===== src/design/rwct_pkg.sv =====
// shared types and constants for the raycast wall column texturer
package rwct_pkg;

  localparam int RAY_FRAC   = 14;
  localparam int ACC_W      = 40;
  localparam int STEP_W     = 32;
  localparam int DIV_D      = 24;
  localparam int ROW_W      = 11;
  localparam int COL_W      = 12;
  localparam int DIST_W     = 24;

  localparam logic CMD_SETUP = 1'b0;
  localparam logic CMD_PIXEL = 1'b1;

  typedef enum logic [1:0] {
    KIND_CEILING = 2'd0,
    KIND_FLOOR   = 2'd1,
    KIND_TEXEL   = 2'd2,
    KIND_DEPTH   = 2'd3
  } kind_t;

  typedef enum logic [2:0] {
    REG_SCREEN_HEIGHT   = 3'd0,
    REG_TEX_WIDTH_LOG2  = 3'd1,
    REG_TEX_HEIGHT_LOG2 = 3'd2,
    REG_CEILING_COLOR   = 3'd3,
    REG_FLOOR_COLOR     = 3'd4
  } reg_index_t;

  typedef enum logic [2:0] {
    ST_IDLE,
    ST_LOAD,
    ST_DIV_H,
    ST_SLICE,
    ST_DIV_S,
    ST_MUL,
    ST_EMIT
  } back_state_t;

  typedef struct packed {
    logic [ROW_W-1:0] screen_height;
    logic [3:0]       tex_width_log2;
    logic [3:0]       tex_height_log2;
    logic [31:0]      ceiling_color;
    logic [31:0]      floor_color;
  } cfg_t;

  typedef struct packed {
    logic               command;
    logic [COL_W-1:0]   column;
    logic [DIST_W-1:0]  wall_distance;
    logic               hit_side;
    logic signed [15:0] ray_dir_x;
    logic signed [15:0] ray_dir_y;
    logic [23:0]        pos_x;
    logic [23:0]        pos_y;
  } cmd_t;

  typedef struct packed {
    logic [COL_W-1:0]  out_column;
    logic [ROW_W-1:0]  out_row;
    kind_t             pixel_kind;
    logic [1:0]        texture_select;
    logic [15:0]       texel_index;
    logic [31:0]       pixel_color;
    logic [DIST_W-1:0] depth;
  } res_t;

endpackage


===== src/design/rwct_fifo.sv =====
// small register queue used between front, back and result side
module rwct_fifo #(
  parameter type item_t = logic,
  parameter int  DEPTH  = 4
) (
  input  logic  clk,
  input  logic  rst,
  input  logic  wr,
  input  item_t wr_data,
  output logic  full,
  input  logic  rd,
  output item_t rd_data,
  output logic  empty
);

  localparam int PW = (DEPTH > 1) ? $clog2(DEPTH) : 1;
  localparam int CW = $clog2(DEPTH + 1);

  item_t         mem [DEPTH];
  logic [PW-1:0] wr_ptr;
  logic [PW-1:0] rd_ptr;
  logic [CW-1:0] count;
  logic          do_wr;
  logic          do_rd;

  assign full    = (count == CW'(DEPTH));
  assign empty   = (count == '0);
  assign do_wr   = wr && !full;
  assign do_rd   = rd && !empty;
  assign rd_data = mem[rd_ptr];

  always_ff @(posedge clk) begin
    if (rst) begin
      wr_ptr <= '0;
      rd_ptr <= '0;
      count  <= '0;
    end else begin
      if (do_wr) begin
        wr_ptr <= (wr_ptr == PW'(DEPTH - 1)) ? '0 : wr_ptr + PW'(1);
      end
      if (do_rd) begin
        rd_ptr <= (rd_ptr == PW'(DEPTH - 1)) ? '0 : rd_ptr + PW'(1);
      end
      if (do_wr && !do_rd) begin
        count <= count + CW'(1);
      end else if (do_rd && !do_wr) begin
        count <= count - CW'(1);
      end
    end
  end

  always_ff @(posedge clk) begin
    if (do_wr) begin
      mem[wr_ptr] <= wr_data;
    end
  end

endmodule


===== src/design/rwct_div.sv =====
// restoring divider, one quotient bit per cycle
module rwct_div #(
  parameter int N = 27,
  parameter int D = 24
) (
  input  logic         clk,
  input  logic         rst,
  input  logic         start,
  input  logic [N-1:0] dividend,
  input  logic [D-1:0] divisor,
  output logic         done,
  output logic [N-1:0] quotient
);

  localparam int CW = $clog2(N + 1);

  logic [N-1:0]  dq;
  logic [D-1:0]  rem;
  logic [D-1:0]  dvs;
  logic [CW-1:0] cnt;
  logic          busy;
  logic [D:0]    shifted;
  logic          fits;

  assign shifted  = {rem, dq[N-1]};
  assign fits     = (shifted >= {1'b0, dvs});
  assign quotient = dq;

  always_ff @(posedge clk) begin
    if (rst) begin
      busy <= 1'b0;
      done <= 1'b0;
      cnt  <= '0;
    end else begin
      done <= 1'b0;
      if (start) begin
        busy <= 1'b1;
        cnt  <= CW'(N);
      end else if (busy) begin
        cnt <= cnt - CW'(1);
        if (cnt == CW'(1)) begin
          busy <= 1'b0;
          done <= 1'b1;
        end
      end
    end
  end

  always_ff @(posedge clk) begin
    if (start) begin
      dq  <= dividend;
      rem <= '0;
      dvs <= divisor;
    end else if (busy) begin
      dq  <= {dq[N-2:0], fits};
      rem <= fits ? D'(shifted - {1'b0, dvs}) : shifted[D-1:0];
    end
  end

endmodule


===== src/design/rwct_back.sv =====
// back end: column setup sequencer and per-row pixel generation
module rwct_back
  import rwct_pkg::*;
#(
  parameter int FRAC_BITS        = 16,
  parameter int MAX_TEX_LOG2     = 8,
  parameter int MAX_SLICE_HEIGHT = 1048575
) (
  input  logic clk,
  input  logic rst,
  input  cfg_t cfg,
  input  cmd_t cmd,
  input  logic cmd_empty,
  output logic cmd_pop,
  input  logic out_full,
  output logic out_push,
  output res_t out_data
);

  localparam int LHW = $clog2(MAX_SLICE_HEIGHT + 1);
  localparam int N1  = ROW_W + FRAC_BITS;
  localparam int N2  = MAX_TEX_LOG2 + FRAC_BITS + 1;
  localparam int DN  = (N1 > N2) ? N1 : N2;
  localparam int SW  = RAY_FRAC + FRAC_BITS;
  localparam int TXW = FRAC_BITS + MAX_TEX_LOG2;
  localparam int AW  = ((LHW > ROW_W) ? LHW : ROW_W) + 2;
  localparam int TL  = MAX_TEX_LOG2;

  back_state_t state, state_next;

  // column state
  logic [COL_W-1:0]  current_column;
  logic [ROW_W-1:0]  row_counter;
  logic [ROW_W-1:0]  slice_top;
  logic [ROW_W-1:0]  slice_bottom;
  logic [ACC_W-1:0]  texture_row_accum;
  logic [STEP_W-1:0] texture_row_step;
  logic [TL-1:0]     texture_column;
  logic [1:0]        chosen_texture;

  // setup working registers
  logic [DIST_W-1:0]  wd;
  logic               side;
  logic signed [15:0] rx;
  logic signed [15:0] ry;
  logic [23:0]        px;
  logic [23:0]        py;
  logic signed [40:0] prod;
  logic [LHW-1:0]     lh;
  logic [LHW-1:0]     start_off;

  logic          div_start;
  logic [DN-1:0] div_dividend;
  logic [DIV_D-1:0] div_divisor;
  logic          div_done;
  logic [DN-1:0] div_q;

  logic [3:0] wl;
  logic [3:0] hl;
  assign wl = (cfg.tex_width_log2 > 4'(MAX_TEX_LOG2)) ? 4'(MAX_TEX_LOG2) : cfg.tex_width_log2;
  assign hl = (cfg.tex_height_log2 > 4'(MAX_TEX_LOG2)) ? 4'(MAX_TEX_LOG2) : cfg.tex_height_log2;

  // pixel row
  logic [ROW_W-1:0] half_h;
  logic             row_live;
  logic             in_wall;
  logic [TL-1:0]    wmask;
  logic [TL-1:0]    hmask;
  logic [TL-1:0]    tx_m;
  logic [TL-1:0]    ty_m;
  logic [31:0]      idx_wide;
  res_t             pix_res;

  assign half_h   = cfg.screen_height >> 1;
  assign row_live = (row_counter < cfg.screen_height);
  assign in_wall  = (row_counter >= slice_top) && (row_counter < slice_bottom);
  assign wmask    = TL'(((TL+1)'(1) << wl) - (TL+1)'(1));
  assign hmask    = TL'(((TL+1)'(1) << hl) - (TL+1)'(1));
  assign tx_m     = texture_column & wmask;
  assign ty_m     = texture_row_accum[FRAC_BITS+TL-1:FRAC_BITS] & hmask;
  assign idx_wide = (32'(tx_m) << wl) + 32'(ty_m);

  always_comb begin
    pix_res            = '0;
    pix_res.out_column = current_column;
    pix_res.out_row    = row_counter;
    if (in_wall) begin
      pix_res.pixel_kind     = KIND_TEXEL;
      pix_res.texture_select = chosen_texture;
      pix_res.texel_index    = idx_wide[15:0];
    end else if (row_counter < half_h) begin
      pix_res.pixel_kind  = KIND_CEILING;
      pix_res.pixel_color = cfg.ceiling_color;
    end else begin
      pix_res.pixel_kind  = KIND_FLOOR;
      pix_res.pixel_color = cfg.floor_color;
    end
  end

  // texture column from the hit point
  logic [SW-1:0]  hit_sum;
  logic [FRAC_BITS-1:0] hit_frac;
  logic [TXW-1:0] tx_wide;
  logic [TL:0]    tx_mirror;
  logic [TL-1:0]  tx_calc;
  logic           mirror;

  assign hit_sum   = SW'({(side ? px : py), {RAY_FRAC{1'b0}}}) + SW'(prod);
  assign hit_frac  = hit_sum[SW-1:RAY_FRAC];
  assign tx_wide   = (TXW'(hit_frac) << wl) >> FRAC_BITS;
  assign tx_mirror = ((TL+1)'(1) << wl) - (TL+1)'(tx_wide[TL-1:0]) - (TL+1)'(1);
  assign mirror    = (!side && !rx[15] && (rx != 16'sd0)) || (side && ry[15]);
  assign tx_calc   = mirror ? tx_mirror[TL-1:0] : tx_wide[TL-1:0];

  // slice bounds from the slice height
  logic signed [AW-1:0] half_l_s;
  logic signed [AW-1:0] half_h_s;
  logic signed [AW-1:0] ds;
  logic signed [AW-1:0] de0;
  logic signed [AW-1:0] de1;
  logic signed [AW-1:0] de;
  logic signed [AW-1:0] hmax;

  assign half_l_s = AW'(lh >> 1);
  assign half_h_s = AW'(half_h);
  assign hmax     = AW'(cfg.screen_height) - AW'(1);
  assign ds       = (half_h_s > half_l_s) ? half_h_s - half_l_s : '0;
  assign de0      = half_l_s + half_h_s;
  assign de1      = (de0 > hmax) ? hmax : de0;
  assign de       = (de1 < ds) ? ds : de1;

  logic [63:0]    q64;
  logic [LHW-1:0] lh_sat;
  logic [STEP_W-1:0] step_sat;
  assign q64      = 64'(div_q);
  assign lh_sat   = ((wd == '0) || (q64 > 64'(MAX_SLICE_HEIGHT))) ?
                    LHW'(MAX_SLICE_HEIGHT) : LHW'(div_q);
  assign step_sat = (q64 > 64'(32'hFFFF_FFFF)) ? '1 : q64[STEP_W-1:0];

  rwct_div #(.N(DN), .D(DIV_D)) u_div (
    .clk      (clk),
    .rst      (rst),
    .start    (div_start),
    .dividend (div_dividend),
    .divisor  (div_divisor),
    .done     (div_done),
    .quotient (div_q)
  );

  always_comb begin
    state_next = state;
    unique case (state)
      ST_IDLE:  if (!cmd_empty && cmd.command == CMD_SETUP) state_next = ST_LOAD;
      ST_LOAD:  state_next = ST_DIV_H;
      ST_DIV_H: if (div_done) state_next = ST_SLICE;
      ST_SLICE: state_next = (lh != '0) ? ST_DIV_S : ST_MUL;
      ST_DIV_S: if (div_done) state_next = ST_MUL;
      ST_MUL:   state_next = ST_EMIT;
      ST_EMIT:  if (!out_full) state_next = ST_IDLE;
      default:  state_next = ST_IDLE;
    endcase
  end

  always_comb begin
    cmd_pop      = 1'b0;
    out_push     = 1'b0;
    out_data     = pix_res;
    div_start    = 1'b0;
    div_dividend = DN'(cfg.screen_height) << FRAC_BITS;
    div_divisor  = wd;
    unique case (state)
      ST_IDLE: begin
        if (!cmd_empty) begin
          if (cmd.command == CMD_SETUP || !row_live) begin
            cmd_pop = 1'b1;
          end else if (!out_full) begin
            cmd_pop  = 1'b1;
            out_push = 1'b1;
          end
        end
      end
      ST_LOAD: div_start = 1'b1;
      ST_SLICE: begin
        div_start    = (lh != '0);
        div_dividend = DN'(1) << (int'(hl) + FRAC_BITS);
        div_divisor  = DIV_D'(lh);
      end
      ST_EMIT: begin
        out_push                = !out_full;
        out_data                = '0;
        out_data.out_column     = current_column;
        out_data.pixel_kind     = KIND_DEPTH;
        out_data.texture_select = chosen_texture;
        out_data.depth          = wd;
      end
      default: ;
    endcase
  end

  always_ff @(posedge clk) begin
    if (rst) begin
      state             <= ST_IDLE;
      current_column    <= '0;
      row_counter       <= '0;
      slice_top         <= '0;
      slice_bottom      <= '0;
      texture_row_accum <= '0;
      texture_row_step  <= '0;
      texture_column    <= '0;
      chosen_texture    <= '0;
    end else begin
      state <= state_next;
      unique case (state)
        ST_IDLE: begin
          if (cmd_pop && cmd.command == CMD_SETUP) begin
            current_column <= cmd.column;
          end else if (out_push) begin
            row_counter <= row_counter + ROW_W'(1);
            if (in_wall) begin
              texture_row_accum <= texture_row_accum + ACC_W'(texture_row_step);
            end
          end
        end
        ST_LOAD: begin
          if (!side) begin
            if (rx[15]) chosen_texture <= 2'd0;
            else if (rx != 16'sd0) chosen_texture <= 2'd1;
          end else begin
            if (ry[15]) chosen_texture <= 2'd2;
            else if (ry != 16'sd0) chosen_texture <= 2'd3;
          end
        end
        ST_DIV_H: texture_column <= tx_calc;
        ST_SLICE: begin
          slice_top    <= ROW_W'(ds);
          slice_bottom <= ROW_W'(de);
          if (lh == '0) texture_row_step <= '0;
        end
        ST_DIV_S: if (div_done) texture_row_step <= step_sat;
        ST_MUL: texture_row_accum <= ACC_W'(start_off) * ACC_W'(texture_row_step);
        ST_EMIT: if (!out_full) row_counter <= '0;
        default: ;
      endcase
    end
  end

  always_ff @(posedge clk) begin
    if (state == ST_IDLE && cmd_pop && cmd.command == CMD_SETUP) begin
      wd   <= cmd.wall_distance;
      side <= cmd.hit_side;
      rx   <= cmd.ray_dir_x;
      ry   <= cmd.ray_dir_y;
      px   <= cmd.pos_x;
      py   <= cmd.pos_y;
    end
    if (state == ST_LOAD) begin
      prod <= $signed({1'b0, wd}) * (side ? rx : ry);
    end
    if (state == ST_DIV_H && div_done) begin
      lh <= lh_sat;
    end
    if (state == ST_SLICE) begin
      start_off <= (half_l_s > half_h_s) ? LHW'(half_l_s - half_h_s) : '0;
    end
  end

`ifndef SYNTHESIS
  assert property (@(posedge clk) disable iff (rst) out_push |-> !out_full)
    else $error("result pushed into a full queue");
  assert property (@(posedge clk) disable iff (rst)
    (state == ST_DIV_H && !div_done) |=> (state == ST_DIV_H))
    else $error("left divide wait before quotient");
  assert property (@(posedge clk) disable iff (rst)
    (state == ST_IDLE && out_push) |=> (row_counter == $past(row_counter) + ROW_W'(1)))
    else $error("row counter did not advance");
  assert property (@(posedge clk) disable iff (rst) slice_top <= slice_bottom)
    else $error("slice bounds inverted");
`endif

endmodule


===== src/design/raycast_wall_column_texturer.sv =====
// top level of the raycast wall column texturer
// usage:
//   input channel is a queue: drive an item on the field ports with push high,
//   it is taken at a rising edge while full is low. command 0 is a column
//   setup, command 1 asks for the next row of the current column.
//   results come out of a queue: while empty is low the oldest result is on
//   the out ports; pop high at a rising edge takes it.
//   configuration: cfg_write with cfg_index and cfg_data writes one register
//   (0 screen height, 1 texture width log2, 2 texture height log2,
//   3 ceiling color, 4 floor color); write only while the block is idle.
// timing:
//   a pixel request passes from the request queue through the back end into
//   the result queue, and the back end serves one pixel request per cycle
//   while it is idle and the result queue is not full.
//   a setup request runs up to two bit-serial divisions on the one shared
//   divider (the second is skipped for a zero slice height) plus the load,
//   slice, multiply and emit steps, and ends with a depth result.
// reset: synchronous, active high; clears both queues, the column state and
//   the registers to their default values (480 rows, 64 by 64 textures).
// stall: when the result queue fills, the back end holds, then the request
//   queue fills and full rises; only requests past the last row are dropped.
module raycast_wall_column_texturer
  import rwct_pkg::*;
#(
  parameter int FRAC_BITS        = 16,
  parameter int MAX_TEX_LOG2     = 8,
  parameter int MAX_SLICE_HEIGHT = 1048575
) (
  input  logic               clk,
  input  logic               rst,
  // request side
  input  logic               push,
  output logic               full,
  input  logic               command,
  input  logic [11:0]        column,
  input  logic [23:0]        wall_distance,
  input  logic               hit_side,
  input  logic signed [15:0] ray_dir_x,
  input  logic signed [15:0] ray_dir_y,
  input  logic [23:0]        pos_x,
  input  logic [23:0]        pos_y,
  // configuration
  input  logic               cfg_write,
  input  logic [2:0]         cfg_index,
  input  logic [31:0]        cfg_data,
  // result side
  output logic               empty,
  input  logic               pop,
  output logic [11:0]        out_column,
  output logic [10:0]        out_row,
  output logic [1:0]         pixel_kind,
  output logic [1:0]         texture_select,
  output logic [15:0]        texel_index,
  output logic [31:0]        pixel_color,
  output logic [23:0]        depth
);

  cfg_t cfg;
  cmd_t cmd_in;
  cmd_t cmd_head;
  logic cmd_empty;
  logic cmd_pop;
  logic out_full;
  logic out_push;
  res_t res_in;
  res_t res_head;

  // configuration registers
  always_ff @(posedge clk) begin
    if (rst) begin
      cfg.screen_height   <= 11'd480;
      cfg.tex_width_log2  <= 4'd6;
      cfg.tex_height_log2 <= 4'd6;
      cfg.ceiling_color   <= '0;
      cfg.floor_color     <= '0;
    end else if (cfg_write) begin
      unique case (reg_index_t'(cfg_index))
        REG_SCREEN_HEIGHT:   cfg.screen_height   <= cfg_data[10:0];
        REG_TEX_WIDTH_LOG2:  cfg.tex_width_log2  <= cfg_data[3:0];
        REG_TEX_HEIGHT_LOG2: cfg.tex_height_log2 <= cfg_data[3:0];
        REG_CEILING_COLOR:   cfg.ceiling_color   <= cfg_data;
        REG_FLOOR_COLOR:     cfg.floor_color     <= cfg_data;
        default: ;
      endcase
    end
  end

  // front: pack the request and queue it for the back end
  always_comb begin
    cmd_in.command       = command;
    cmd_in.column        = column;
    cmd_in.wall_distance = wall_distance;
    cmd_in.hit_side      = hit_side;
    cmd_in.ray_dir_x     = ray_dir_x;
    cmd_in.ray_dir_y     = ray_dir_y;
    cmd_in.pos_x         = pos_x;
    cmd_in.pos_y         = pos_y;
  end

  rwct_fifo #(.item_t(cmd_t), .DEPTH(4)) u_cmd_q (
    .clk     (clk),
    .rst     (rst),
    .wr      (push),
    .wr_data (cmd_in),
    .full    (full),
    .rd      (cmd_pop),
    .rd_data (cmd_head),
    .empty   (cmd_empty)
  );

  // back: setup sequencer and row generator
  rwct_back #(
    .FRAC_BITS        (FRAC_BITS),
    .MAX_TEX_LOG2     (MAX_TEX_LOG2),
    .MAX_SLICE_HEIGHT (MAX_SLICE_HEIGHT)
  ) u_back (
    .clk       (clk),
    .rst       (rst),
    .cfg       (cfg),
    .cmd       (cmd_head),
    .cmd_empty (cmd_empty),
    .cmd_pop   (cmd_pop),
    .out_full  (out_full),
    .out_push  (out_push),
    .out_data  (res_in)
  );

  // result queue decouples the back end from a stalled receiver
  rwct_fifo #(.item_t(res_t), .DEPTH(4)) u_res_q (
    .clk     (clk),
    .rst     (rst),
    .wr      (out_push),
    .wr_data (res_in),
    .full    (out_full),
    .rd      (pop),
    .rd_data (res_head),
    .empty   (empty)
  );

  assign out_column     = res_head.out_column;
  assign out_row        = res_head.out_row;
  assign pixel_kind     = res_head.pixel_kind;
  assign texture_select = res_head.texture_select;
  assign texel_index    = res_head.texel_index;
  assign pixel_color    = res_head.pixel_color;
  assign depth          = res_head.depth;

endmodule

===== config.mk =====
export PLATFORM = sky130hd
export DESIGN_NAME = raycast_wall_column_texturer
export DESIGN_NICKNAME = d
export VERILOG_FILES = /design/src/design/rwct_pkg.sv /design/src/design/rwct_fifo.sv /design/src/design/rwct_div.sv /design/src/design/rwct_back.sv /design/src/design/raycast_wall_column_texturer.sv
export SDC_FILE = /design/constraint.sdc
export NUM_CORES = 2
export LEC_CHECK = 0
export ABC_AREA = 1
export BUFFER_PORTS_ARGS = -buffer_cell sky130_fd_sc_hd__buf_2
export CAP_MARGIN = 20
export CORE_UTILIZATION = 50
export DETAILED_ROUTE_END_ITERATION = 8
export GPL_ROUTABILITY_DRIVEN = 0
export MAX_ROUTING_LAYER = met4
export PLACE_DENSITY_LB_ADDON = 0.15
export SLEW_MARGIN = 20
export SYNTH_ARGS = -nofsm -noshare
export SYNTH_HDL_FRONTEND = slang
export SYNTH_SLANG_ARGS = --single-unit

===== constraint.sdc =====
create_clock -name clk -period 10.9 [get_ports clk]
set_input_delay 2.18 -clock clk [delete_from_list [all_inputs] [get_ports clk]]
set_output_delay 2.18 -clock clk [all_outputs]
set_load 0.1 [all_outputs]

==> reports/results.tsv <==
metric	value	unit
global_route_wire_length_before_repair	310	mm
outcome	complete, no violations	
tritoncts	yes	
grt_pass1_vias	54900	
post-cts-setup-buffers	0	
synth_enable_flop_cells	1000	
hold_path_depth	2	
fp-row-count	142	
fraction_of_final_layout_cells_with_drive_strength_greater_than_1	7.83	%
layout.cells.most_common	inv_1	
clock_latency_of_the_later_clocked_register_in_the_worst_skew_pair	0.79	ns
maxSlewViolCount	0	
fin_crit_sh	73.7	%
post-route-drc-count	0	
regArea	34800	um2
detailedRoute.firstIterationViolations	4086	
synth-seq-cells	1238	
cts.clk_slew.worst_paths	0.06	ns
worst_setup_path_startpoint	u_back.side	
timing.critical_path.fanout_max	48	
grt_max_degree	113	
core	150000	um2
floorplan.initialDensity	50.4	%
async_set_or_reset_flop_fraction_in_the_synthesized_netlist	0	%
timing_hold_violations_final	0	
post_drt_wl_per_cell	19.7	um
totalWireLength	198	mm
synth_seq_area_share	46.0	%
synth_cell_type_count	65	
gr-usage-met1	34.4	%
layout-area-overhead-vs-synth	9.53	%
required	11.46	ns
whs_endpoint	cfg[62]	
worst_setup_path_start_kind	flop	
timing.clock.skew	0.0431	ns
max-clock-path-buffers	3	
final_cell_count_no_fill	10000	
place.port_buffers	242	
grt_setup_unrepaired	false	
fp.dieArea	153000	um2
ctsResizeCount	0	
antenna_left	0	
cts_root_buffer	clkbuf_16	
vias_per_cell	5.46	
io_pins	259	
grt_util_all_layers	27.0	%
grtUsageMet2	43.9	%
ff2ff_setup_slack	2.86	ns
num-nets-final	8944	
max_slew.worst_pin.slew	1.05	ns
timing.hold.worst.class	reg -> reg	
timing.critical_path.arrival	8.60	ns
grtUsageMet3	4.63	%
grt_antenna_before_repair	21	
die_y	391	um
grt-busiest-layer	met2	
synth-main-ff-cell	edfxtp_1	
r2r.worst_path.cells	26	
synth-warning-count	0	
multiInputGateArea	35000	um2
grt_overflow_total	0	
totalNegativeSetupSlack	0	ns
synthesis.area	75600	um2
min_from	cfg[62]	
routed-via-count	54800	
layout.filler_cells	13400	
placedCellCount	9765	
path_class	reg -> reg	
syn_area_per_cell	9.71	um2
clkSinkCount	1238	
dp_hpwl	137	mm
max_cap_violations	0	
cp-end-kind	flop	
finalCoreUtilization	55.2	%
reg2reg_from	u_back.side	
worstReg2RegEnd	u_back.prod[28]	
ctsHoldBuffers	0	
drt_pass1_iterations	6	
post_synth_inst_count	7787	
die_width	391	um
setup_viol	0	
cts_made_buffers	131	
h-tree-depth	4	
max_slew_margin	30.3	%
final_cell_mix	1165 x inv_1, 1131 x nand2_1, 1000 x edfxtp_1, 870 x nor2_1, 773 x o21ai_0	
period_needed	8.04	ns
achievable-frequency	0.124	GHz
[how the worst max path moves through the flow]
stage                        endpoint  cells past startpoint
global route          u_back.prod[28]                     26
CTS                   u_back.prod[28]                     26
global placement      u_back.prod[28]                     26
floorplan           u_cmd_q.mem[0][0]                      4
finish                u_back.prod[28]                     26
detailed placement    u_back.prod[28]                     26
[stage by stage]
step | hold slack [ns] | area, um2 | worst slack (ns)
after floorplan | 0.420 | 75600 | 3.61
after global placement | 0.429 | 78600 | 2.95
after detailed placement | 0.434 | 78600 | 2.92
after CTS | 0.443 | 82700 | 2.91
after global routing | 0.456 | 82800 | 2.52
final | 0.440 | 82800 | 2.86
[worst max-delay path: stages (launching register included)]
cell	delay, ns
edfxtp_1	0.33
buf_4	0.48
inv_2	0.39
nand2_1	0.20
nand2_1	0.33
inv_1	0.52
nand2_1	0.15
fa_1	0.58
inv_1	0.06
fa_1	0.54
inv_1	0.05
fa_1	0.49
inv_1	0.06
fa_1	0.52
inv_1	0.05
fa_1	0.45
fa_1	0.49
inv_1	0.05
fa_1	0.48
ha_1	0.37
a21oi_1	0.24
o21ai_0	0.13
a221oi_1	0.22
nand2_1	0.13
nand2_1	0.08
nand3_1	0.07
xor2_1	0.28
[cells by family after synthesis]
| group | share of synthesized area, % |
|---|---|
| AO/OA/AOI/OAI | 11.4 |
| XOR/XNOR | 1.78 |
| adder cells (fa/ha/maj) | 20.2 |
| buffers and inverters | 7.84 |
| flip-flops | 46.0 |
| multiplexers | 0.0281 |
| other | 0.00993 |
| AND/OR/NAND/NOR | 12.7 |
[cell type report]
type	instances	area share [%]
multi-input cells	5005	42.3
clock buffers	161	4.18
well taps	2016	3.05
diodes	22	0.0665
flip-flops and latches	1238	42.0
clock inverters	80	0.872
repair buffers	311	2.09
inverters	1195	5.44
[registers in the layout, summed over array words and instances (netlist names), 20 cells and up, named ones only]
| name | count |
|---|---|
| u_back.texture_row_accum | 24 |
| u_back.u_div.quotient | 27 |
| u_back.start_off | 20 |
| u_back.lh | 20 |
| u_back.u_div.dvs | 24 |
| u_res_q.mem | 396 |
| u_cmd_q.mem | 408 |
| u_back.texture_row_step | 24 |
| cfg | 83 |
| u_back.u_div.rem | 24 |
| u_back.wd | 24 |
[Yosys cell counts, types with 4 or more instances]
cell	n	area, um2
xnor2_1	59	517
nand4_1	31	194
a211oi_1	12	90.1
a21o_1	9	67.6
a21oi_1	401	2010
nor4_1	25	156
nand3_1	156	781
nor3_2	4	40.0
inv_1	1168	4380
o21ai_0	773	3870
o21bai_1	8	60.1
nor3_1	48	240
o22ai_1	210	1310
o21ai_1	19	95.1
o2111ai_1	5	43.8
clkbuf_1	299	1120
buf_2	26	130
nor2_1	882	3310
inv_2	18	67.6
nand2_1	1132	4250
o21ai_2	7	61.3
or2_2	19	119
o211a_1	4	40.0
fa_1	528	10600
nor2_2	12	75.1
buf_1	10	37.5
dfxtp_1	238	4760
a21boi_0	6	45.0
o211ai_1	38	285
nand3b_1	9	67.6
nor3b_1	4	30.0
nand3_2	5	50.1
nand2_2	16	100
xor2_1	95	832
o21a_1	13	97.6
edfxtp_1	1000	30000
buf_4	12	90.1
a31oi_1	29	181
ha_1	376	4700
or2_1	4	25.0
a22oi_1	24	180
clkinv_1	8	30.0
nor2_4	5	56.3
[routing by layer]
layer  wire [um]  up-vias
met4        6170        0
met3       13900      368
met5           0        -
li1            -    26000
met2       95100     1667
met1       82900    26800
Power is not shown: default switching activity piles up to over one toggle a cycle in this logic, so the estimate is an artifact.
